### src/design/cbct_ram.sv
module cbct_ram #(
  parameter int WIDTH = 8,
  parameter int DEPTH = 64
) (
  input  logic                     clk,
  input  logic                     we,
  input  logic [$clog2(DEPTH)-1:0] waddr,
  input  logic [WIDTH-1:0]         wdata,
  input  logic                     re,
  input  logic [$clog2(DEPTH)-1:0] raddr,
  output logic [WIDTH-1:0]         rdata
);

  logic [WIDTH-1:0] mem [DEPTH];

  always_ff @(posedge clk) begin
    if (we) begin
      mem[waddr] <= wdata;
    end
    if (re) begin
      rdata <= mem[raddr];
    end
  end

endmodule

### config.mk
export PLATFORM = sky130hd
export DESIGN_NAME = cbct_ram
export DESIGN_NICKNAME = d
export VERILOG_FILES = /design/src/design/cbct_ram.sv
export SDC_FILE = /design/constraint.sdc
export NUM_CORES = 1
export LEC_CHECK = 0
export ABC_AREA = 1
export BUFFER_PORTS_ARGS = -buffer_cell sky130_fd_sc_hd__buf_2
export CAP_MARGIN = 40
export CORE_ASPECT_RATIO = 1.2
export CORE_MARGIN = 2
export CORE_UTILIZATION = 40
export CTS_CLUSTER_SIZE = 16
export DETAILED_ROUTE_END_ITERATION = 8
export HOLD_SLACK_MARGIN = 0.06
export MAX_ROUTING_LAYER = met4
export PLACE_DENSITY_LB_ADDON = 0.2
export SKIP_LAST_GASP = 1
export SYNTH_ARGS = -nofsm -noshare
export SYNTH_HDL_FRONTEND = slang
export SYNTH_SLANG_ARGS = --single-unit
### constraint.sdc
create_clock -name clk -period 2.05 [get_ports clk]
set_input_delay 0.41 -clock clk [delete_from_list [all_inputs] [get_ports clk]]
set_output_delay 0.41 -clock clk [all_outputs]
set_load 0.01 [all_outputs]
# [After elaboration in Yosys (flattened, before gate mapping)]
# Memories as Yosys holds them, arrays and structs flattened. A register that Yosys moved wholly into a read port is not among the register bits.
# Cells that the tools add are included.
[word_totals] out_inout_bits=8 ff_bits=0 ramBits=512 word_cells=3 memories=1
[classes] mux=2
[mem_list] name="mem" words=64 word_bits=8 rd=1 rd_ports_with_merged_regs=1 write_ports=1 line="14" rtl="logic [WIDTH-1:0] mem [DEPTH];"
[op_table] op="1-bit two-way mux" count=2

# [Longest topological paths before layout]
[depth] word_depth=2 ltp_mapped=12 ltp_nobuf=9

# [Worst setup path before layout]
# No wires, ideal clock.
[synth_timing] path_type="input to register" from="input port we" to="memory mem[48][0] (enable)" t_arrival_ps=1781 path_buffers=1 setup_time_ps=395 stages=3 path_slack_ps=-126 path_cell_list="clkbuf_1 > nand4_1 > nor4_1"
[synth_between] elab_chain_cells=2
[synth_lines] item="start, declared" line="6" rtl="input logic we,"
[synth_lines] item="1-bit two-way mux" line="17" rtl="if (we) begin"
[synth_lines] item="1-bit two-way mux (not written as such)" line="18" rtl="mem[waddr] <= wdata;"
[synth_lines] item="end, declared" line="14"
# Every way passes these cells.

# [Final worst setup path]
[layout_timing] from="register rdata[5], read port of mem" to="output port rdata[5]"
[layout_lines] item="start, declared" line="11" rtl="output logic [WIDTH-1:0] rdata"
# No word-level cell between the ends.

==> results.yml <==
cts:
  cts_max_level: 2
  cts.clk_slew.worst_paths_ns: 0.06
  cts_tree: "yes"
  cts_resized: 0
  ctsLongestPathBuffers: 3
  clk_latency_ns: 0.59
  cts_setup_buffers: 0
  cts_root_buf: "clkbuf_16"
  cts_buffers: 50
  clkSinkCount: 520
  ctsHoldBuffers: 0
global_routing:
  grt_first_pass_wirelength_um: 84250
  grt.overflow.total: 0
  antenna_found_initial: 6
  grt_max_degree: 116
  grt_pass1_vias: 13596
  grtUsageTotal_pct: 20.71
die:
  core-area_mm2: 0.05272
  die_x_um: 215.2
  die_y_um: 257.5
  die_area_mm2: 0.05542
  placementRows: 92
  pin_count: 31
  start_util_pct: 40.63
power:
  finalPower_uw: 21910
  p_clk_share_pct: 39.2
  p_per_area_mw_per_mm2: 893.1
  power_frac_seq_pct: 54.0
  power_frac_comb_pct: 6.9
  p_leak_uw: 0.008912
  power.switching_uw: 4875
  power.internal_uw: 17030
  swShare_pct: 22.25
  ir_worst_vdd_uv: 574.6
final_layout:
  stdcell_count: 2645
  multi_input_area_mm2: 0.004946
  drive_above_1_share_pct: 11.52
  final-seq-area_mm2: 0.01562
  syn2layout_area_growth_pct: 14.52
  fillers: 4832
  fin_util_pct: 46.53
  num-nets-final: 1925
worst_hold_path:
  min_path_type: "in2reg"
  worstHoldStart: "wdata[0]"
critical_path:
  rr_startpoint: "mem[51][5]$_DFFE_PP_"
  critPathCaptureType: "primary output"
  crit_type: "reg2out"
  worstSetupStartpointType: "flop"
  path_cells: "buf_2"
  max_stage_delay_ns: 0.50
  reg2reg_setup_slack_ns: 0.53
  path_buf_inv: 1
  crit_start: "rdata[5]$_DFFE_PP_"
  slowest_stage: "edfxtp_1"
  worst-endpoint-required_ns: 1.64
  critPathMaxFanout: 1
  cpLargestDelayFamily: "flip-flops"
  cp.arrival_ns: 1.30
timing:
  slew_violations: 0
  skew_ns: 0.02640
  worstMarginPinSlew_ns: 0.5800
  max_slew_margin_pct: 61.34
  setup_slack_ns: 0.3445
  rsz0062_at_grt: "false"
  period_minus_slack_ns: 1.705
  hold_slack_ns: 0.1853
  fmax_ghz: 0.5863
  finalCritPeriodShare_pct: 83.19
  hold_viol_final: 0
  setup_viol: 0
synth:
  ys_seq_area_share_pct: 72.90
  ys_ff_latch: 520
  syn_area_mm2: 0.02142
  syn_area_per_cell_um2: 11.87
  ys_types: 15
  synth_nets: 1828
  netlist_instances: 1805
  yosys_warnings: 0
place:
  dp_hpwl_um: 33650
  dp.cells: 2555
  place_congestion: 0.8854
  io_buffers: 30
  place_ws_ns: -0.06190
routing:
  ant_nets: 0
  vias: 13842
  wl_um: 55740
  wl_per_cell_um: 21.07
  routed.top_layer: "met4"
  wl_met3_um: 2754
  wl_met1_um: 23800
  drt-vias-per-instance: 5.233
  wl_met2_um: 27610
  drc: 0
  dr.pass1.iters: 5
  drt_iter0_markers: 1335
run:
  drv_cap: 0
status:
  outcome: "finished clean"
-- layout by cell type, fill, tap and decap left out, drive strengths merged --
master	Yosys	routed
clkinv	0	18
edfxtp	520	520
nor2	56	56
nand2	648	648
nor4	8	8
inv	12	12
clkinvlp	0	1
nand4	9	9
nand3	439	439
buf	98	157
clkbuf	15	67
bufinv	0	1
diode	0	4
-- cell type report --
class | instances | area share, %
sequential | 520 | 63.66
antenna | 4 | 0.04081
clock inverter | 20 | 0.4642
inverter | 12 | 0.2142
clock buffer | 66 | 5.606
tap | 705 | 3.596
timing repair buffer | 158 | 6.259
multi-input combinational | 1160 | 20.16
-- per-layer routing --
metal	GRT usage [%]	vias up
li1	-	6552
met1	26.78	6770
met2	34.03	421
met3	2.470	99
met4	7.031	0
met5	-	-
-- synth_stat cells, drive strengths merged --
cell / n / share of area (%)
nor2: 56 / 0.98
nand3: 439 / 10
inv: 12 / 0.23
buf: 98 / 3.5
clkbuf: 15 / 0.26
nor4: 8 / 0.23
edfxtp: 520 / 73
nand4: 9 / 0.26
nand2: 648 / 11
-- stage by stage --
stage | cell area, um2 | TNS [ns]
5_1_grt | 24520 | 0
3_5_place_dp | 23030 | -0.09350
4_1_cts | 24520 | 0
3_3_place_gp | 23030 | -0.07856
2_1_floorplan | 21420 | -8.071
6_report | 24530 | 0
-- power groups by stage --
stage          Combinational, uW  Sequential, uW  Clock, uW
4_1_cts                     1520           11800       8800
2_1_floorplan                827           12000          0
6_report                    1510           11800       8580
5_1_grt                     1640           11800       9160
3_3_place_gp                1510           12000          0
3_5_place_dp                1520           12000          0
-- flip-flops by register name (all words and copies together) (netlist names) --
| register | count |
|---|---|
| rdata | 8 |
| mem | 512 |
-- worst paths after layout --
check / to / cells after the start
worst max-delay path: rdata[5] / 1
worst min-delay path: mem[28][0]$_DFFE_PP_ / 1
worst max register to register: rdata[5]$_DFFE_PP_ / 8
worst min register to register: rdata[5]$_DFFE_PP_ / 8
-- kinds of logic (layout without fill, tap and decap cells) --
| kind of cell | Yosys count | in the layout | synth area share (%) |
|---|---|---|---|
| DFF | 520 | 520 | 72.90 |
| other | 0 | 4 | 0 |
| and+or+nand+nor | 1160 | 1160 | 23.09 |
| buffers and inverters | 125 | 256 | 4.007 |
Note: power is estimated with default switching activity, not from simulation.
